==> src/rtl/swm_pkg.sv <==
`default_nettype none

package swm_pkg;

  localparam int SAMPLE_W    = 32;
  localparam int MEDIAN_W    = 33;
  localparam int WS_W        = 7;
  localparam int WINDOW_MAX  = 64;
  localparam int WS_RESET    = 3;
  localparam int OFIFO_DEPTH = 4;

  // register map, byte address divided by four
  localparam logic REG_WINDOW_SIZE = 1'b0;

  // one record as seen by a neighboring cell
  typedef struct packed {
    logic                        v;    // record holds a window sample
    logic                        g;    // record sorts above the incoming sample
    logic signed [SAMPLE_W-1:0]  val;
  } swm_link_t;

  // window length in effect for a register value: zero means one, capped at kmax
  function automatic int eff_k(input logic [WS_W-1:0] ws, input int kmax);
    int k;
    k = int'(ws);
    if (k == 0) k = 1;
    if (k > kmax) k = kmax;
    return k;
  endfunction

endpackage

`default_nettype wire

==> src/rtl/swm_out_fifo.sv <==
`default_nettype none

module swm_out_fifo #(
  parameter int DEPTH = swm_pkg::OFIFO_DEPTH
) (
  input  wire logic                       clk,
  input  wire logic                       rst_n,
  input  wire logic                       wr_en,
  input  wire logic [swm_pkg::MEDIAN_W-1:0] wr_data,
  output logic                            rd_valid,
  input  wire logic                       rd_ready,
  output logic [swm_pkg::MEDIAN_W-1:0]    rd_data,
  output logic [$clog2(DEPTH+1)-1:0]      count
);
  import swm_pkg::*;

  localparam int PW = (DEPTH > 1) ? $clog2(DEPTH) : 1;
  localparam int CW = $clog2(DEPTH+1);

  logic [MEDIAN_W-1:0] mem_r [DEPTH];
  logic [PW-1:0]       wp_r, wp_nxt, rp_r, rp_nxt;
  logic [CW-1:0]       cnt_r, cnt_nxt;
  logic                rd_en;

  assign rd_valid = (cnt_r != '0);
  assign rd_en    = rd_valid & rd_ready;
  assign rd_data  = mem_r[rp_r];
  assign count    = cnt_r;

  always_comb begin
    wp_nxt  = wp_r;
    rp_nxt  = rp_r;
    cnt_nxt = cnt_r;
    if (wr_en) begin
      wp_nxt = (int'(wp_r) == DEPTH-1) ? '0 : wp_r + PW'(1);
    end
    if (rd_en) begin
      rp_nxt = (int'(rp_r) == DEPTH-1) ? '0 : rp_r + PW'(1);
    end
    case ({wr_en, rd_en})
      2'b10:   cnt_nxt = cnt_r + CW'(1);
      2'b01:   cnt_nxt = cnt_r - CW'(1);
      default: cnt_nxt = cnt_r;
    endcase
  end

  always_ff @(posedge clk) begin
    if (!rst_n) begin
      wp_r  <= '0;
      rp_r  <= '0;
      cnt_r <= '0;
    end else begin
      wp_r  <= wp_nxt;
      rp_r  <= rp_nxt;
      cnt_r <= cnt_nxt;
    end
  end

  always_ff @(posedge clk) begin
    if (wr_en) begin
      mem_r[wp_r] <= wr_data;
    end
  end

endmodule

`default_nettype wire

==> config.mk <==
export PLATFORM = sky130hd
export DESIGN_NAME = swm_out_fifo
export DESIGN_NICKNAME = d
export VERILOG_FILES = /design/src/rtl/swm_pkg.sv /design/src/rtl/swm_out_fifo.sv
export SDC_FILE = /design/constraint.sdc
export NUM_CORES = 1
export LEC_CHECK = 0
export BUFFER_PORTS_ARGS = -buffer_cell sky130_fd_sc_hd__buf_2
export CAP_MARGIN = 20
export CORE_ASPECT_RATIO = 0.6
export CORE_MARGIN = 2
export CORE_UTILIZATION = 60
export CTS_BUF_LIST = sky130_fd_sc_hd__clkbuf_8
export DETAILED_ROUTE_END_ITERATION = 16
export GPL_TIMING_DRIVEN = 1
export PLACE_DENSITY_LB_ADDON = 0.15
export SYNTH_ARGS = -nofsm -noshare
export SYNTH_HDL_FRONTEND = slang
export SYNTH_SLANG_ARGS = --single-unit
==> constraint.sdc <==
create_clock -name clk -period 3.31 [get_ports clk]
set_clock_uncertainty 0.1 [all_clocks]
set_input_delay 0.331 -clock clk [delete_from_list [all_inputs] [get_ports clk]]
set_output_delay 0.331 -clock clk [all_outputs]
set_load 0.005 [all_outputs]
; ---- After elaboration in Yosys (flattened, before gate mapping)
; Memory sizes are Yosys's and may differ from the RTL's. A register that Yosys moved wholly into a read port is not among the register bits.
; Cells that the tools add are included.
[word_totals]
reg_bits = 7
mem_count = 1
ramBits = 132
[mem_list]
columns = name, depth, width, rd, rd_ports_with_merged_regs, write_ports, line_no
row1 = mem_r, 4, 33, 1, 1, 1, swm_out_fifo.sv:20  ; logic [MEDIAN_W-1:0] mem_r [DEPTH];
[classes]
bitwise_logic = 1
n_addsub = 4
n_eq_ne = 4
muxes = 7
reduce_logical = 2
[ops]
columns = op, count
row1 = $mux 2, 4
row2 = $eq 2x1->1 const B, 3
row3 = $pmux 3 s2, 1
row4 = $add 2x1->2 const B, 2
row5 = $add 3x1->3 const B, 1
row6 = $reduce_bool 3->1, 1
row7 = $sub 3x1->3 const B, 1
row8 = $eq 2x2->1 const B, 1
row9 = $mux 1, 2
row10 = $reduce_bool 2->1, 1
row11 = $and 1x1->1, 1

; ---- Depth between registers and ports, before layout
[logic_depth]
ltp_word = 4
mapped_depth = 8
ltp_nobuf = 8

; ---- Worst setup path after synthesis
; No wires, ideal clock.
[synth_path]
path_kind = reg-to-reg
from = register cnt_r[0] (netlist: count[0])
to = register cnt_r[2] (netlist: count[2])
setup_time_ns = 0.076
setup_slack_ns = 1.393
stages_incl_launch_ff = 9
arrival_ns = 1.741
path_buffers = 0
synth_period_minus_slack_ns = 1.917
path_cell_list = dfxtp_1 -> o31ai_1 -> inv_1 -> ha_1 -> inv_1 -> fa_1 -> xor2_1 -> or3_1 -> a21boi_0
[synth_via]
elab_chain_len = 4
word_cells_on_any_way = 8
[synth_rtl]
columns = item, line_no
row1 = start: declaration, swm_out_fifo.sv:22  ; logic [CW-1:0] cnt_r, cnt_nxt;
row2 = start signal: assignment, swm_out_fifo.sv:55  ; cnt_r <= cnt_nxt;
row3 = $reduce_bool 3->1, swm_out_fifo.sv:25  ; assign rd_valid = (cnt_r != '0);
row4 = $and 1x1->1, swm_out_fifo.sv:26  ; assign rd_en = rd_valid & rd_ready;
row5 = $eq 2x1->1 / $eq 2x2->1 (equally long branches), swm_out_fifo.sv:40  ; case ({wr_en, rd_en})
row6 = $pmux 3 s2 / $reduce_bool 2->1 (equally long branches), -
; Several ways; a longest one is shown, not always the timed one.
; A chain may end at the register's enable or synchronous reset.

==> impl_metrics.prom <==
# TYPE chip_impl_metric gauge
chip_impl_info{name="rsz0062_at_grt",value="false"} 1
chip_impl_metric{name="tightest_slew",unit="ps"} 930
chip_impl_metric{name="synth_simple_gate_area_share",unit=""} 0.0180
chip_impl_metric{name="worstPathBufferInverterCount",unit=""} 2
chip_impl_metric{name="power.share.clock",unit=""} 0.343
chip_impl_metric{name="yosys.cell_types.count",unit=""} 25
chip_impl_metric{name="gp_congestion",unit=""} 0.688
chip_impl_metric{name="number_of_ports_placed_on_the_die_boundary",unit=""} 74
chip_impl_metric{name="r2r_setup_slack",unit="ps"} 1110
chip_impl_metric{name="grt_usage",unit=""} 0.202
chip_impl_metric{name="power.share.switching",unit=""} 0.230
chip_impl_metric{name="die_h",unit="µm"} 76.6
chip_impl_metric{name="synth_mux_area_frac",unit=""} 0.145
chip_impl_metric{name="avgViaCountPerCell",unit=""} 5.60
chip_impl_info{name="run_status",value="completed"} 1
chip_impl_info{name="worst_setup_path_start_kind",value="register"} 1
chip_impl_metric{name="antenna_cells",unit=""} 0
chip_impl_metric{name="synth_area",unit="µm²"} 5270
chip_impl_metric{name="leakage",unit="nW"} 2.20
chip_impl_info{name="cts_root_buffer",value="sky130_fd_sc_hd__clkbuf_8"} 1
chip_impl_metric{name="setup_tns",unit="ps"} 0
chip_impl_metric{name="cts_htree_levels",unit=""} 4
chip_impl_metric{name="postSynthRegisterBits",unit=""} 141
chip_impl_metric{name="synth.net_count",unit=""} 267
chip_impl_metric{name="internal_power",unit="W"} 0.00334
chip_impl_metric{name="setup_viol",unit=""} 0
chip_impl_metric{name="arrival",unit="ps"} 2190
chip_impl_metric{name="path_clk_slew",unit="ps"} 70
chip_impl_metric{name="synth_compound_gate_area_share",unit=""} 0.00759
chip_impl_info{name="timing.critical_path.max_delay_family",value="flip-flops"} 1
chip_impl_metric{name="cap_viol_max_count",unit=""} 0
chip_impl_metric{name="pin_count_of_the_biggest_net_entering_global_routing",unit=""} 34
chip_impl_metric{name="die_width",unit="µm"} 125
chip_impl_info{name="endpoint_kind",value="output port"} 1
chip_impl_metric{name="syn_inst",unit=""} 223
chip_impl_info{name="synth_top_family_by_area",value="multiplexers"} 1
chip_impl_info{name="cts_tree",value="yes"} 1
chip_impl_metric{name="post-route-drc-count",unit=""} 0
chip_impl_metric{name="worst-path-max-fanout",unit=""} 18
chip_impl_metric{name="floorplan.initialDensity",unit=""} 0.619
chip_impl_metric{name="grt_overflow_total",unit=""} 0
chip_impl_metric{name="fp-row-count",unit=""} 26
chip_impl_metric{name="synth_area_in_adders",unit=""} 0.0180
chip_impl_metric{name="synth_xor_xnor_area_share",unit=""} 0.00332
chip_impl_info{name="worst-setup-path-type",value="reg2out"} 1
chip_impl_metric{name="power.sequential.fraction",unit=""} 0.496
chip_impl_metric{name="ctsResizeCount",unit=""} 0
chip_impl_metric{name="placement.cell_area",unit="µm²"} 5710
chip_impl_metric{name="worst_slew_margin_rel",unit=""} 0.380
chip_impl_metric{name="report.final.slew_viol_count",unit=""} 0
chip_impl_metric{name="cts_made_buffers",unit=""} 17
chip_impl_metric{name="power.density_cell_area",unit="nW/µm²"} 686
chip_impl_metric{name="timing.final.crit_period",unit="ps"} 2620
chip_impl_metric{name="postLayoutCellArea",unit="µm²"} 6340
chip_impl_metric{name="synth.yosys.seq_area_share",unit=""} 0.786
chip_impl_info{name="worstPathCellList",value="buf_4 -> mux4_2 -> buf_2"} 1
chip_impl_metric{name="wirelength",unit="µm"} 8710
chip_impl_metric{name="numPortBuffers",unit=""} 73
chip_impl_metric{name="vdd.ir_drop.worst",unit="mV"} 0.483
chip_impl_metric{name="critical-path-max-stage-delay",unit="ps"} 730
chip_impl_info{name="hold_class",value="in2reg"} 1
chip_impl_metric{name="design.final.nets",unit=""} 372
chip_impl_metric{name="hold_viol",unit=""} 0
chip_impl_metric{name="max_freq",unit="MHz"} 382
chip_impl_metric{name="yosys_warnings",unit=""} 0
chip_impl_metric{name="grt_pass1_vias",unit=""} 2654
chip_impl_metric{name="dp.final_hpwl",unit="µm"} 5080
chip_impl_metric{name="grt_pass1_wl",unit="µm"} 14200
chip_impl_metric{name="post-route-period-util",unit=""} 0.792
chip_impl_metric{name="cts.sinks",unit=""} 141
chip_impl_metric{name="cts_max_path_buffers",unit=""} 2
chip_impl_metric{name="antenna_violations_before_repair",unit=""} 0
chip_impl_metric{name="layout_cells_sized_above_1",unit=""} 0.406
chip_impl_metric{name="detail_route.wl_per_cell",unit="µm"} 19.3
chip_impl_metric{name="synth_area_per_cell",unit="µm²"} 23.6
chip_impl_metric{name="area_growth",unit="%"} 20.2
chip_impl_metric{name="worstPathRequired",unit="ps"} 2880
chip_impl_metric{name="final_antenna_net_count",unit=""} 0
chip_impl_metric{name="share_comb_of_total_power",unit=""} 0.160
chip_impl_metric{name="fp.dieArea",unit="µm²"} 9580
chip_impl_metric{name="drt_iter0_drc",unit=""} 190
chip_impl_metric{name="core_region_area",unit="µm²"} 8520
chip_impl_metric{name="clkLatencyLatePin",unit="ps"} 430
chip_impl_metric{name="routed-via-count",unit=""} 2533
chip_impl_metric{name="detail_route.first_pass.iterations",unit=""} 5
chip_impl_metric{name="total_switching_power",unit="W"} 0.000999
chip_impl_info{name="cpMaxStageDelayCell",value="sky130_fd_sc_hd__dfxtp_2"} 1
-- routing by layer --
layer  part of all wire  track usage
met3              0.054       0.0576
met5                  0            0
met2               0.47        0.299
met4              0.014       0.0900
met1               0.46        0.288
-- stage by stage --
stage / util / hold slack [ps] / instances / setup WS [ps] / power, W
global route: 0.743 / 5.97 / 452 / 538 / 0.00453
finish: 0.743 / 18.8 / 452 / 690 / 0.00434
detailed placement: 0.670 / 416 / 402 / 1090 / 0.00289
global placement: 0.670 / 405 / 402 / 1100 / 0.00287
CTS: 0.743 / 0.482 / 452 / 609 / 0.00439
floorplan: - / 330 / 223 / 1390 / 0.00267
-- registers in the layout, summed over array words and instances, names as in the netlist, named ones only --
| name | cells |
|---|---|
| mem_r | 132 |
| count | 3 |
| rp_r | 2 |
| wp_r | 2 |
-- area by class of cell --
cell class	count	area, µm²
inverters	7	26.3
fillers	495	2190
clock inverters	14	201
clock buffers	17	234
repair buffers	94	571
well taps	112	140
multi-input cells	67	1020
flip-flops and latches	141	4150
-- cells in the mapped netlist, drive strengths merged --
master  count  area share
edfxtp    132        0.75
mux4       33        0.14
dfxtp       9       0.034
buf         7       0.016
inv         7      0.0050
and2        6      0.0071
ha          6       0.014
o21ai       4      0.0038
nand2       3      0.0021
nand3       2      0.0019
nor2b       2      0.0024
or3         2      0.0024
a21boi      1      0.0014
a21oi       1     0.00095
clkbuf      1     0.00071
fa          1      0.0038
mux2i       1      0.0019
nor2        1     0.00071
nor3b       1      0.0014
o31ai       1      0.0014
xnor2       1      0.0017
xor2        1      0.0017
-- worst reg2reg max path: stages, from the launching register on --
cell and delay (ps):
sky130_fd_sc_hd__dfxtp_1 360, sky130_fd_sc_hd__o31ai_1 550, sky130_fd_sc_hd__inv_1 100, sky130_fd_sc_hd__ha_1 230, sky130_fd_sc_hd__inv_1 80, sky130_fd_sc_hd__fa_1 180
sky130_fd_sc_hd__xor2_1 80, sky130_fd_sc_hd__or3_1 300, sky130_fd_sc_hd__a21boi_0 150
-- path summary, 6_finish.rpt --
kind | startpoint | to | cells after the start
setup / recovery | register | rd_data[1] | 3
hold / removal | wr_data[28] | mem_r[0][28] | 1
setup reg to reg | count[0] | count[2] | 8
hold reg to reg | rp_r[1] | register | 2
-- what timing repair did --
item                      in CTS  in global routing
hold endpoints to repair      68                  0
hold buffers                  19                  0
buffers inserted               0                  0
-- kinds of logic (layout without fill, tap and decap cells) --
| family | after synthesis | count (layout) |
|---|---|---|
| flops | 141 | 141 |
| mux | 34 | 34 |
| simple gates | 17 | 17 |
| buf+inv | 15 | 132 |
| fa+ha+maj | 7 | 7 |
| compound gates | 7 | 7 |
| xor+xnor | 2 | 2 |
-- power by group through the flow --
stage          Clock [W]  Combinational (W)  Sequential, W
2_1_floorplan          0           0.000549        0.00212
3_3_place_gp           0           0.000678        0.00220
3_5_place_dp           0           0.000691        0.00220
4_1_cts          0.00151           0.000712        0.00216
5_1_grt          0.00159           0.000764        0.00218
6_report         0.00149           0.000697        0.00216
-- cell usage in the layout (no fill, tap or decap), types with 3 or more instances in the layout --
master and n:
sky130_fd_sc_hd__and2_2 4, sky130_fd_sc_hd__buf_2 73, sky130_fd_sc_hd__bufinv_16 5, sky130_fd_sc_hd__clkbuf_8 17, sky130_fd_sc_hd__clkinv_1 3, sky130_fd_sc_hd__clkinvlp_4 3, sky130_fd_sc_hd__dfxtp_1 7, sky130_fd_sc_hd__dlygate4sd3_1 19
sky130_fd_sc_hd__edfxtp_1 132, sky130_fd_sc_hd__ha_1 6, sky130_fd_sc_hd__inv_1 8, sky130_fd_sc_hd__mux4_1 3, sky130_fd_sc_hd__mux4_2 30, sky130_fd_sc_hd__nand2_1 3, sky130_fd_sc_hd__o21ai_0 4
(Power assumes the default switching activity.)
