**src/rtl/swm_pkg.sv**
```systemverilog
`default_nettype none

package swm_pkg;

  localparam int SAMPLE_W    = 32;
  localparam int MEDIAN_W    = 33;
  localparam int WS_W        = 7;
  localparam int WINDOW_MAX  = 64;
  localparam int WS_RESET    = 3;
  localparam int OFIFO_DEPTH = 4;

  // register map, byte address divided by four
  localparam logic REG_WINDOW_SIZE = 1'b0;

  // one record as seen by a neighboring cell
  typedef struct packed {
    logic                        v;    // record holds a window sample
    logic                        g;    // record sorts above the incoming sample
    logic signed [SAMPLE_W-1:0]  val;
  } swm_link_t;

  // window length in effect for a register value: zero means one, capped at kmax
  function automatic int eff_k(input logic [WS_W-1:0] ws, input int kmax);
    int k;
    k = int'(ws);
    if (k == 0) k = 1;
    if (k > kmax) k = kmax;
    return k;
  endfunction

endpackage

`default_nettype wire

```
**src/rtl/swm_cell.sv**
```systemverilog
`default_nettype none

module swm_cell #(
  parameter int AGE_W = 6
) (
  input  wire logic                        clk,
  input  wire logic                        rst_n,
  input  wire logic                        en,
  input  wire logic                        clear,
  input  wire logic                        full,
  input  wire logic signed [31:0]          sample,
  input  wire logic signed [31:0]          rem_val,
  input  wire logic [AGE_W-1:0]            rem_age,
  input  wire swm_pkg::swm_link_t          up_link,
  input  wire logic [AGE_W-1:0]            up_age,
  input  wire swm_pkg::swm_link_t          dn_link,
  input  wire logic [AGE_W-1:0]            dn_age,
  output swm_pkg::swm_link_t               cur_link,
  output logic [AGE_W-1:0]                 cur_age,
  output logic                             oldest,
  output swm_pkg::swm_link_t               rm_link,
  output logic [AGE_W-1:0]                 rm_age
);
  import swm_pkg::*;

  logic                 v_r, v_nxt;
  logic signed [31:0]   val_r, val_nxt;
  logic [AGE_W-1:0]     age_r, age_nxt;
  logic                 vis;
  logic                 ge;

  assign vis      = v_r & ~clear;
  assign cur_link = '{v: vis, g: (~vis | (val_r > sample)), val: val_r};
  assign cur_age  = age_r;
  assign oldest   = vis & (age_r == rem_age);

  // at or above the leaving record (equal values: older sits lower)
  assign ge = full & (~vis | (val_r > rem_val) | ((val_r == rem_val) & (age_r <= rem_age)));

  // window after removal: records above the leaving one step down
  assign rm_link = ge ? up_link : cur_link;
  assign rm_age  = ge ? up_age : age_r;

  // then insertion of the new sample
  always_comb begin
    if (!rm_link.g) begin
      v_nxt   = rm_link.v;
      val_nxt = rm_link.val;
      age_nxt = rm_age + AGE_W'(1);
    end else if (dn_link.g) begin
      v_nxt   = dn_link.v;
      val_nxt = dn_link.val;
      age_nxt = dn_age + AGE_W'(1);
    end else begin
      v_nxt   = 1'b1;
      val_nxt = sample;
      age_nxt = '0;
    end
  end

  always_ff @(posedge clk) begin
    if (!rst_n) begin
      v_r <= 1'b0;
    end else if (en) begin
      v_r <= v_nxt;
    end
  end

  always_ff @(posedge clk) begin
    if (en) begin
      val_r <= val_nxt;
      age_r <= age_nxt;
    end
  end

endmodule

`default_nettype wire

```
**config.mk**
```make
export PLATFORM = sky130hd
export DESIGN_NAME = swm_cell
export DESIGN_NICKNAME = d
export VERILOG_FILES = /design/src/rtl/swm_pkg.sv /design/src/rtl/swm_cell.sv
export SDC_FILE = /design/constraint.sdc
export NUM_CORES = 1
export LEC_CHECK = 0
export ABC_AREA = 1
export BUFFER_PORTS_ARGS = -buffer_cell sky130_fd_sc_hd__buf_2
export CAP_MARGIN = 20
export CORE_MARGIN = 4
export CORE_UTILIZATION = 51
export DETAILED_ROUTE_END_ITERATION = 7
export PLACE_DENSITY = 0.88
export SETUP_SLACK_MARGIN = 0.05
export SLEW_MARGIN = 10
export SYNTH_ARGS = -nofsm -noshare
export SYNTH_HDL_FRONTEND = slang
export SYNTH_SLANG_ARGS = --single-unit
```
**constraint.sdc**
```tcl
create_clock -name clk -period 6.69 [get_ports clk]
set_input_delay 0.3345 -clock clk [delete_from_list [all_inputs] [get_ports clk]]
set_output_delay 0.3345 -clock clk [all_outputs]
set_load 0.005 [all_outputs]
```
# --- After elaboration in Yosys (flattened, before gate mapping) ---
# Index checks and enable logic that the tools add are counted.
totals:
  register_bits: 39
  inputBits: 155
classes:
  n_addsub: 2
  order_cmp: 3
  n_eq_ne: 2
  muxes: 8
  bitwise_logic: 9
ops:
  columns: ["cell", "n"]
  rows:
  - ["> comparator 32 bit", 2]
  - ["2-to-1 mux 32 bit", 2]
  - ["2-to-1 mux 34 bit", 1]
  - ["== test 32 bit", 1]
  - ["2-to-1 mux 6 bit", 3]
  - ["adder 6 x 1 -> 6 bit (second input constant)", 2]
  - ["== test 6 bit", 1]
  - ["less-or-equal comparator 6 bit", 1]
  - ["AND 1 bit", 4]
  - ["OR 1 bit", 3]
  - ["2-to-1 mux 1 bit", 2]
  - ["inverter 1 bit", 2]

# --- Depth between registers and ports, before layout ---
# Gate-level depths: netlist of the first run.
logic_depth:
  depth_word: 9
  mapped_depth: 24
  depth_no_buf: 24

# --- Worst setup path before layout of the first run ---
# Ideal clock, no wire load.
synth_path:
  path_type: "flip-flop to flip-flop"
  from: "reg val_r[31]"
  to: "reg age_r[4], in the netlist cur_age[4], data pin"
  setup_ps: 260
  arrival_time_ps: 2225
  t_required_ps: 6430
  slack_ps: 4204
  stages_incl_launch_ff: 18
  path_buffers: 0
  period_less_slack_ps: 2486
  path_cell_list: "edfxtp_1 > ha_1 > a21oi_1 > o21a_1 > nand2_1 > a21oi_1 > nand2_1 > nand2_1 > nand3_2 > nand2_4 > nand2_4 > nand2_1 > nand2_1 > ha_1 > nand3_1 > nand2_1 > nand3_1 > o21ai_0"
synth_via:
  elab_chain_cells: 7
  elab_cells_between_ends: 12
  cone_classes: "1 x add/sub; 2 x order compare; 1 x eq/ne; 3 x mux; 5 x bitwise"
synth_rtl:
  columns: ["element", "line", "source"]
  rows:
  - ["start, declared", "swm_cell.sv:27", "logic signed [31:0] val_r, val_nxt;"]
  - ["start signal, assigned", "swm_cell.sv:71", "val_r <= val_nxt;"]
  - ["> comparator 32 bit or == test 32 bit (tied branches)", "swm_cell.sv:38", "assign ge = full & (~vis | (val_r > rem_val) | ((val_r == rem_val) & (age_r <= rem_age)));"]
  - ["OR 1 bit or AND 1 bit (tied branches)", "swm_cell.sv:38", null]
  - ["OR 1 bit (*)", "swm_cell.sv:38", null]
  - ["AND 1 bit (*)", "swm_cell.sv:38", null]
  - ["2-to-1 mux 6 bit (*)", "swm_cell.sv:42", "assign rm_age = ge ? up_age : age_r;"]
  - ["net rm_age[0]", "swm_cell.sv:22", "output logic [AGE_W-1:0] rm_age"]
  - ["adder 6 x 1 -> 6 bit (*)", "swm_cell.sv:49", "age_nxt = rm_age + AGE_W'(1);"]
  - ["2-to-1 mux 6 bit (*)", "swm_cell.sv:46", "if (!rm_link.g) begin"]
  - ["net age_nxt[4]", "swm_cell.sv:28", "logic [AGE_W-1:0] age_r, age_nxt;"]
  - ["end signal, assigned", "swm_cell.sv:72", "age_r <= age_nxt;"]
  - ["end, declared", "swm_cell.sv:28", null]
# Mark *: on every way through the listed nets, which the timed path passes. The rest lies on a longest branch.
# A chain may end at the register's enable or synchronous reset.

==> impl_metrics.toml, run 1 <==
[status]
status = "finished clean"

[sta]
hold_viol = 0
slew_headroom_pct = 34.46
fin_crit_sh_pct = 57.53
skew_ns = 0.004952
hold_ws_ns = 0.3034
max_freq_mhz = 259.8
slew_viol_final = 0
worst_pin_slew_ns = 0.9831
setup_viol = 0
rsz0062_at_grt = "no"
fin_crit_ns = 3.849
finalSetupTns_ns = 0

[placed_design]
numPortBuffers = 235
dp_hpwl_microns = 10890
gp_congestion = 0.8482

[pwr]
switching_power_uw = 309.3
power_frac_comb_pct = 42.2
p_sw_share_pct = 37.08
p_per_area_nw_per_um2 = 143.8
clockPowerShare_pct = 19.0
p_int_uw = 524.9
max-vdd-ir-drop_uv = 92.54
p_leak_uw = 0.003367
p_seq_share_pct = 38.8

[floorplanning]
coreArea_sq_um = 8721
dieArea_sq_um = 10500
start_util_pct = 52.17
die_w_microns = 102.4
rows = 34
io_pins = 236
chipHeight_microns = 102.4

[worst_setup_path]
rrSetupSlack_ns = 3.17
cp_cell_sequence = "ha_1, nand2_1, nor2_2, nand2_1, nor2_2, nand2_1, nor2_1, nor2_1, nand2_4, nand2_4, nand3_1, nand2_4, inv_2, buf_2"
r2r-end = "cur_age[5]$_DFFE_PP_"
cp-end-kind = "output port"
worstPathArrival_ns = 3.51
critPathSlowestCell = "nand2_4"
reg2regPathDepth = 15
crit_required_ns = 6.36
critPathMaxStageDelay_ns = 0.62
start_kind = "register"
rr_startpoint = "val_r[31]$_DFFE_PP_"
cp_max_fo = 75
path_class = "register to output port"

[logic_synthesis]
ys_warn_count = 0
yosysSeqAreaShare_pct = 25.52
synth_seq_cells = 39
ys_types = 35
syn_inst = 678
syn-num-nets = 905
syn_area_per_cell_sq_um = 6.710
syn_area_sq_um = 4549

[layout]
post-route-util_pct = 66.53
syn2layout_area_growth_pct = 27.53
layout-drive-gt1-share_pct = 28.17
n_fill_cell = 830
fin_nets = 1124
diodes = 0

[global_route]
grt_max_degree = 76
grt_usage_pct = 24.70
grt_pass1_vias = 4745
gr-total-overflow = 0
grt_pass1_wl_microns = 20800
antenna_found_initial = 0

[detailed_routing]
wirelength_microns = 13420
routedWlPerCell_microns = 13.34
drt_first_pass_iters = 5
via_per_inst = 5.058
num_vias = 5088
ant_nets = 0
drtIter0Drc = 136
remaining_drc_errors = 0

[clock_tree]
cts_sinks = 39
clock_path_buffers = 2
cts_buffers = 5
clk_pin_slew_ns = 0.08
cts_hold_buf = 0
h-tree-depth = 2
cts_resized = 0
cts_setup_buffers = 0
cts_tree = "yes"
root_buffer = "clkbuf_8"
clock_latency_ns = 0.29

[hold_path]
min_from = "rst_n"
min_path_type = "primary input to register"
hold_path_end = "v_r$_SDFFE_PN0P_"
hold_depth = 2

[flow_run]
max-cap-violations = 0
==> how the worst max path moves through the flow <==
stage	start	to	slack, ns	cells after the start
2_1_floorplan	val_r[31]$_DFFE_PP_	cur_age[4]$_DFFE_PP_	4.20	17
3_3_place_gp	rem_val[31]	rm_link[32]	3.20	16
3_5_place_dp	val_r[31]$_DFFE_PP_	rm_link[32]	3.13	14
4_1_cts	val_r[31]$_DFFE_PP_	rm_link[32]	2.79	14
5_1_grt	val_r[31]$_DFFE_PP_	rm_link[32]	2.49	13
6_report	val_r[31]$_DFFE_PP_	rm_link[32]	2.84	14
==> per-layer routing <==
metal	part of all wire (%)	global-route usage [%]	vias to the layer above
met5	0	0	-
met4	1.4	7.064	0
li1	-	-	2662
met3	7.3	4.096	14
met1	40	28.54	2219
met2	51	46.38	193
==> stage by stage <==
step	cells	worst slack, ns	cell area (sq um)	total power, uW
2_1_floorplan	678	4.205	4549	537.5
3_3_place_gp	998	3.198	5722	673.1
3_5_place_dp	998	3.131	5722	681.2
4_1_cts	1006	2.792	5802	841.9
5_1_grt	1006	2.492	5802	908.2
6_report	1006	2.841	5802	834.1
==> sequential cells by signal, summed over array words and instances (netlist names) <==
name and count:
cur_age 6, v_r 1, val_r 32
==> cells in the mapped netlist <==
master      n  share of area (%)
o21bai_1    3               0.50
buf_2       9               0.99
a31oi_1     2               0.27
nand4_1     7               0.96
nor3_1      1               0.11
nor4_1      1               0.14
edfxtp_1   38                 25
ha_1       72                 20
o21a_1      3               0.50
nand2_2     1               0.14
buf_4       2               0.33
nand3_1    24                2.6
inv_1      97                8.0
a211oi_1    1               0.17
nand3_2     1               0.22
dfxtp_1     1               0.44
o21ai_0    48                5.3
or2_4       1               0.19
a211o_1     1               0.19
nand2_1   246                 20
o21ai_1    31                3.4
nand2_4     3               0.74
clkbuf_1    7               0.58
buf_6       4               0.99
a21o_1      1               0.17
inv_2       1              0.082
or2_2       1               0.14
o22ai_2     1               0.27
nor2_1     31                2.6
a21boi_2    1               0.25
nor2_2      2               0.27
a21oi_1    33                3.6
o31ai_1     1               0.17
buf_8       1               0.33
a21boi_0    1               0.17
==> worst max-delay path, delay by kind of cell, from the launching register on <==
| kind | cells | cell delay, ns |
|---|---|---|
| fa+ha+maj | 1 | 0.37 |
| flops | 1 | 0.47 |
| buf+inv | 2 | 0.27 |
| simple gates | 11 | 2.10 |
==> cells in the final DEF, fill, tap and decap left out <==
| cell type | Yosys | layout |
|---|---|---|
| o21a_1 | 3 | 3 |
| a21boi_4 | 0 | 1 |
| inv_1 | 97 | 96 |
| clkinv_1 | 0 | 2 |
| o31ai_1 | 1 | 1 |
| nand2_1 | 246 | 246 |
| or2_2 | 1 | 1 |
| a21oi_1 | 33 | 33 |
| o21ai_0 | 48 | 48 |
| edfxtp_1 | 38 | 38 |
| nor2_1 | 31 | 31 |
| a31oi_1 | 2 | 2 |
| dfxtp_1 | 1 | 1 |
| nand4_1 | 7 | 7 |
| nor2_2 | 2 | 2 |
| nor4_1 | 1 | 1 |
| nand2_2 | 1 | 1 |
| a21boi_0 | 1 | 1 |
| nor3_1 | 1 | 1 |
| nand2_4 | 3 | 3 |
| clkbuf_1 | 7 | 1 |
| inv_2 | 1 | 2 |
| a211oi_1 | 1 | 1 |
| ha_1 | 72 | 72 |
| clkbuf_8 | 0 | 5 |
| buf_2 | 9 | 235 |
| or2_4 | 1 | 1 |
| nand3_2 | 1 | 1 |
| a21o_1 | 1 | 1 |
| nand3_1 | 24 | 24 |
| o21ai_1 | 31 | 31 |
| o22ai_2 | 1 | 1 |
| o21bai_1 | 3 | 3 |
| a211o_1 | 1 | 1 |
==> kinds of logic (layout without fill, tap and decap cells) <==
family	Yosys count	count (layout)	share of synthesized area, %
AO/OA/AOI/OAI	127	127	14.96
adder cells (fa/ha/maj)	72	72	19.80
buffers and inverters	121	341	11.30
flip-flops	39	39	25.52
AND/OR/NAND/NOR	319	319	28.41
==> power by group through the flow <==
stage               sequential (uW)  clock, uW  combinational [uW]
finish                          324        158                 352
global route                    328        174                 407
CTS                             324        164                 354
detailed placement              329          0                 352
global placement                329          0                 344
floorplan                       325          0                 213
==> final cells by class <==
type                    instances  area, sq um  area share, %
inverters                      98        367.9          6.340
clock buffers                   6        72.57          1.251
multi-input cells             518         2882          49.67
repair buffers                235         1176          20.27
well taps                     108        135.1          2.329
flip-flops and latches         39         1161          20.01
clock inverters                 2        7.507         0.1294
(Power assumes the default switching activity.)
==> inputs of run 2 (changes only) <==
--- a/config.mk
+++ b/config.mk
@@ -9,9 +9,9 @@
 export BUFFER_PORTS_ARGS = -buffer_cell sky130_fd_sc_hd__buf_2
 export CAP_MARGIN = 20
 export CORE_MARGIN = 4
-export CORE_UTILIZATION = 51
+export CORE_UTILIZATION = 42
 export DETAILED_ROUTE_END_ITERATION = 7
-export PLACE_DENSITY = 0.88
+export PLACE_DENSITY = 0.77
 export SETUP_SLACK_MARGIN = 0.05
 export SLEW_MARGIN = 10
 export SYNTH_ARGS = -nofsm -noshare
==> constraint.sdc (replaced) <==
create_clock -name clk -period 3.4 [get_ports clk]
set_input_delay 0.17 -clock clk [delete_from_list [all_inputs] [get_ports clk]]
set_output_delay 0.17 -clock clk [all_outputs]
set_load 0.005 [all_outputs]
==> impl_metrics.toml, run 2 (same netlist as run 1, synthesis figures left out) <==
[clock_tree]
clock_latency_ns = 0.29
cts_buffers = 5
clock_path_buffers = 2
h-tree-depth = 2
clk_pin_slew_ns = 0.08
cts_tree = "yes"
cts_sinks = 39
cts_hold_buf = 0
root_buffer = "clkbuf_8"

[worst_setup_path]
crit_required_ns = 3.23
start_kind = "register"
r2r-end = "cur_age[3]$_DFFE_PP_"
path_class = "register to output port"
worstPathArrival_ns = 2.90
crit_start = "val_r[31]$_DFFE_PP_"
reg2regPathDepth = 14
rrSetupSlack_ns = 0.45
cp_max_fo = 26
rr_startpoint = "val_r[31]$_DFFE_PP_"
cp-end-kind = "output port"
worstSetupEndpoint = "rm_link[32]"

[detailed_routing]
drt_first_pass_iters = 5
via_per_inst = 4.786
routedWlPerCell_microns = 13.35
drtIter0Drc = 244
remaining_drc_errors = 0
ant_nets = 0
wirelength_microns = 13910
num_vias = 4987

[global_route]
gr-total-overflow = 0
grt_pass1_vias = 4818
antenna_found_initial = 0
grt_max_degree = 69
grt_pass1_wl_microns = 22480
grt_usage_pct = 21.45

[layout]
diodes = 0
largest_reg_flops = 32
syn2layout_area_growth_pct = 30.72
regMostFlops = "val_r"
ff_latch_area_sq_um = 1161
multi_input_area_sq_um = 2890
final_common_cell = "nand2_1"
n_fill_cell = 1072
design_area_sq_um = 5947
fin_nets = 1132
layout-drive-gt1-share_pct = 28.92
layout_common_cells = "246 x nand2_1, 235 x buf_2, 96 x inv_1"

[floorplanning]
io_pins = 236
rows = 37
coreArea_sq_um = 10420
start_util_pct = 43.68
die_w_microns = 112.1
chipHeight_microns = 112.1
dieArea_sq_um = 12560

[sta]
fin_crit_sh_pct = 90.17
finalSetupTns_ns = 0
skew_ns = 0.004020
slew_headroom_pct = 32.65
worst_pin_slew_ns = 1.009
rsz0062_at_grt = "no"
hold_viol = 0
setup_viol = 0
fin_crit_ns = 3.066
max_freq_mhz = 326.2
slew_viol_final = 0

[pwr]
switching_power_uw = 621.0
max-vdd-ir-drop_uv = 151.3
p_per_area_nw_per_um2 = 280.3
power_frac_comb_pct = 42.6
p_sw_share_pct = 37.26
p_int_uw = 1046
clockPowerShare_pct = 19.2
p_leak_uw = 0.003420
p_seq_share_pct = 38.2

[hold_path]
min_path_type = "primary input to register"

[placed_design]
dp_hpwl_microns = 11510
post_dp_cell_area_sq_um = 5832
numPortBuffers = 235
gp_congestion = 0.9007

[status]
status = "finished clean"

[flow_run]
max-cap-violations = 0
-- run 2: repair_timing --
action / 4_1_cts / 5_1_grt
endpoints found under the setup margin: 0 / 27
endpoints found under the hold margin: 0 / 0
gates resized for setup: 0 / 1
buffers inserted: 0 / 3
-- run 2: metrics by stage --
step | setup slack, ns | utilization (%) | instances | hold WS (ns) | total power [uW]
detailed placement | 0.4086 | 55.99 | 1031 | 0.4394 | 1356
floorplan | 0.9145 | - | 678 | 0.2825 | 1058
global route | 0.08218 | 57.09 | 1042 | 0.1251 | 1815
CTS | 0.2604 | 56.79 | 1039 | 0.1194 | 1685
finish | 0.3343 | 57.09 | 1042 | 0.1269 | 1667
global placement | 0.4480 | 55.99 | 1031 | 0.4393 | 1347
-- run 2: cell type report --
cell class	instances	area share, %
Clock buffer	5	1.157
Clock inverter	3	0.2525
Inverter	98	6.186
Multi-Input combinational cell	518	48.60
Sequential cell	39	19.52
Tap cell	136	2.861
Timing Repair Buffer	243	21.42
-- run 2: worst min-delay path by stage --
| stage | from | endpoint | slack (ns) | cells after the start |
|---|---|---|---|---|
| floorplan | en | cur_age[0]$_DFFE_PP_ | 0.28 | 0 |
| global placement | rst_n | v_r$_SDFFE_PN0P_ | 0.44 | 2 |
| detailed placement | rst_n | v_r$_SDFFE_PN0P_ | 0.44 | 2 |
| CTS | rst_n | v_r$_SDFFE_PN0P_ | 0.12 | 2 |
| global route | rst_n | v_r$_SDFFE_PN0P_ | 0.13 | 2 |
| finish | rst_n | v_r$_SDFFE_PN0P_ | 0.13 | 2 |
-- run 2: routing by layer --
| layer | global-route usage (%) | share of wire, % | vias to the layer above |
|---|---|---|---|
| met5 | 0 | 0 | - |
| met4 | 5.529 | 1.9 | 0 |
| met3 | 4.367 | 8.5 | 22 |
| met2 | 37.69 | 48 | 197 |
| met1 | 26.91 | 41 | 2102 |
| li1 | - | - | 2666 |
-- run 2: critical path: stages, from the launching register on --
cell,delay (ns)
edfxtp_1,0.44
ha_1,0.37
a21oi_1,0.17
o21a_1,0.13
nand2_1,0.05
a21oi_1,0.24
nand2_1,0.09
nand2_1,0.07
nand3_2,0.12
nand2_4,0.14
nand2_8,0.14
or2_4,0.28
nand2_4,0.15
inv_2,0.08
buf_2,0.13
-- run 2: power by group through the flow --
stage | combinational, uW | sequential (uW) | clock, uW
after CTS | 713 | 637 | 335
after floorplan | 418 | 639 | 0
after detailed placement | 708 | 648 | 0
after global placement | 699 | 648 | 0
final | 710 | 636 | 320
after global routing | 822 | 645 | 349
==> inputs of run 3 (changes only) <==
--- a/config.mk
+++ b/config.mk
@@ -5,13 +5,12 @@
 export SDC_FILE = /design/constraint.sdc
 export NUM_CORES = 1
 export LEC_CHECK = 0
-export ABC_AREA = 1
 export BUFFER_PORTS_ARGS = -buffer_cell sky130_fd_sc_hd__buf_2
 export CAP_MARGIN = 20
 export CORE_MARGIN = 4
-export CORE_UTILIZATION = 42
+export CORE_UTILIZATION = 43
 export DETAILED_ROUTE_END_ITERATION = 7
-export PLACE_DENSITY = 0.77
+export PLACE_DENSITY = 0.78
 export SETUP_SLACK_MARGIN = 0.05
 export SLEW_MARGIN = 10
 export SYNTH_ARGS = -nofsm -noshare
==> impl_metrics.toml, run 3 <==
[status]
status = "finished clean"

[logic_synthesis]
synth_area_leaders = "edfxtp_1 24%, ha_1 19%, mux2_4 14%, mux2_2 5.9%, inv_1 5.8%"
synth_seq_cells = 39
post-synth-top-count-cell = "inv_1"
syn_inst = 502
syn_area_sq_um = 4776
netlist_top_cells_count = "74 x inv_1, 72 x ha_1, 46 x mux2_4, 46 x nand2_1, 41 x o21ai_0"
synth-edff-count = 38
ys_warn_count = 0
async_flop_share_pct = 0
yosysSeqAreaShare_pct = 24.31
syn-num-nets = 729
synth_top_cell_by_area = "edfxtp_1"
synth_top_area_share_pct = 23.89
postSynth.topFlopCell = "edfxtp_1"
syn_area_per_cell_sq_um = 9.514
ys_types = 49

[layout]
regMostFlops = "val_r"
final_common_cell = "buf_2"
layout-drive-gt1-share_pct = 46.94
post-route-util_pct = 60.28
layout_common_cells = "229 x buf_2, 74 x inv_1, 67 x ha_1"
largest_reg_flops = 32
fin_nets = 979
syn2layout_area_growth_pct = 36.84
diodes = 0

[sta]
max_freq_mhz = 299.5
fin_crit_ns = 3.339
worst_pin_slew_ns = 0.8009
setup_viol = 0
rsz0062_at_grt = "yes"
slew_viol_final = 0
slew_headroom_pct = 46.60
hold_viol = 0
fin_crit_sh_pct = 98.21
skew_ns = 0.01333

[clock_tree]
cts_sinks = 39
cts_hold_buf = 0
clk_pin_slew_ns = 0.08
clock_latency_ns = 0.31
h-tree-depth = 2
cts_tree = "yes"
clock_path_buffers = 2
cts_buffers = 5
root_buffer = "clkbuf_8"

[floorplanning]
die_w_microns = 113.4
rows = 38
coreArea_sq_um = 10840
start_util_pct = 44.06
io_pins = 236
dieArea_sq_um = 12860
chipHeight_microns = 113.4

[detailed_routing]
remaining_drc_errors = 0
wirelength_microns = 15830
routedWlPerCell_microns = 17.75
via_per_inst = 5.279
ant_nets = 0
num_vias = 4709
drt_first_pass_iters = 4
drtIter0Drc = 218

[pwr]
finalPower_uw = 1906
max-vdd-ir-drop_uv = 142.8
p_leak_uw = 0.003464
p_per_area_nw_per_um2 = 291.6

[placed_design]
dp_hpwl_microns = 12550
numPortBuffers = 235
gp_congestion = 0.8863

[worst_setup_path]
r2r-end = "val_r[26]$_DFFE_PP_"
critPathSlowestCell = "edfxtp_1"
rr_startpoint = "val_r[16]$_DFFE_PP_"
worstPathArrival_ns = 3.17
start_kind = "register"
cp-end-kind = "output port"
critPathTopFamily = "simple AND/OR/NAND/NOR gates"
critPathMaxStageDelay_ns = 0.45
cp_cell_sequence = "ha_1, nand4_1, nor4_4, and3_4, and2_1, a32oi_1, nand2_1, or2_4, buf_8, mux2_2, buf_2"
path_buf_inv = 2
path_class = "register to output port"
crit_required_ns = 3.23
reg2regPathDepth = 12
cp_max_fo = 19
rrSetupSlack_ns = 0.08

[global_route]
grt_max_degree = 46
antenna_found_initial = 0
grt_usage_pct = 22.77
grt_pass1_vias = 4954
gr-total-overflow = 0
grt_pass1_wl_microns = 23750

[hold_path]
hold_depth = 2
min_path_type = "primary input to register"
hold_path_end = "v_r$_SDFFE_PN0P_"
min_from = "rst_n"

[flow_run]
max-cap-violations = 0
-- run 3: changes by cell type in the layout (fill, tap and decap cells not counted), moves of 10 or more --
cell and change:
buf_4 +10, inv_1 -22, nand2_1 -200, nor2_1 -18, mux2_4 +53, o21ai_1 -30
mux2_2 +18
-- run 3: where the power goes --
| group | leakage (uW) | switching [uW] | internal, uW | total (uW) |
|---|---|---|---|---|
| clock network | 0.0000414 | 183 | 137 | 320 |
| logic | 0.00304 | 426 | 511 | 937 |
| registers | 0.000386 | 55.2 | 593 | 648 |
-- run 3: layout make-up --
cell class / count / area [sq um]
tap: 140 / 175.2
multi-input combinational: 371 / 3323
timing repair buffer: 261 / 1520
sequential: 39 / 1161
inverter: 74 / 277.8
clock inverter: 2 / 8.758
fill: 939 / 4305
clock buffer: 5 / 68.82
-- run 3: worst reg2reg max path, cell delays in order (launching register included) --
cell and delay [ns]:
edfxtp_1 0.45, ha_1 0.31, nand4_1 0.17, nor4_4 0.42
and3_4 0.24, and2_1 0.12, a32oi_1 0.09, nand2_1 0.10
or2_4 0.20, mux2i_4 0.34, buf_12 0.15, clkbuf_16 0.17
mux2_4 0.31
-- run 3: how the worst max path moves through the flow --
stage | from | to | slack (ns) | cells after the start
after floorplan | val_r[31]$_DFFE_PP_ | cur_age[2]$_DFFE_PP_ | 0.07 | 16
after global placement | val_r[15]$_DFFE_PP_ | val_r[29]$_DFFE_PP_ | 0.19 | 11
after detailed placement | val_r[19]$_DFFE_PP_ | cur_age[2]$_DFFE_PP_ | 0.08 | 13
after CTS | val_r[15]$_DFFE_PP_ | rm_link[32] | 0.05 | 12
after global routing | val_r[16]$_DFFE_PP_ | cur_age[2]$_DFFE_PP_ | -0.04 | 13
final | val_r[16]$_DFFE_PP_ | rm_link[31] | 0.06 | 11
-- run 3: metrics by stage --
stage / hold slack [ns] / std cells / area [sq um] / setup TNS, ns / worst slack [ns]
after global routing: 0.09452 / 892 / 6535 / -0.2696 / -0.04402
after CTS: 0.09161 / 879 / 6252 / 0 / 0.05314
final: 0.1072 / 892 / 6535 / 0 / 0.06093
after global placement: 0.3960 / 869 / 6133 / 0 / 0.1870
after floorplan: 0.2825 / 502 / 4837 / 0 / 0.07231
after detailed placement: 0.4033 / 869 / 6133 / 0 / 0.08041
-- run 3: kinds of logic (layout without fill, tap and decap cells) --
group                    after synthesis  in the layout  synth area share, %
buffers and inverters                 92            342                8.646
adder cells (fa/ha/maj)               72             72                18.86
AND/OR/NAND/NOR                      115            115                12.29
flip-flops                            39             39                24.31
multiplexers                          80             80                22.50
AO/OA/AOI/OAI                         92             92                11.19
XOR/XNOR                              12             12                2.201
-- run 3: metal layers --
metal | track usage, % | vias up | wire, microns
li1 | - | 2288 | -
met1 | 25.55 | 2244 | 6297
met2 | 44.00 | 161 | 8372
met3 | 3.873 | 16 | 930
met4 | 6.170 | 0 | 234
met5 | 0 | - | 0
-- run 3: timing repair --
| action | in CTS | in global routing |
|---|---|---|
| pin swaps | 1 | 11 |
| buffers inserted | 4 | 11 |
| resized for setup | 5 | 28 |
| endpoints found under the setup margin | 37 | 65 |
| cloned | 0 | 2 |
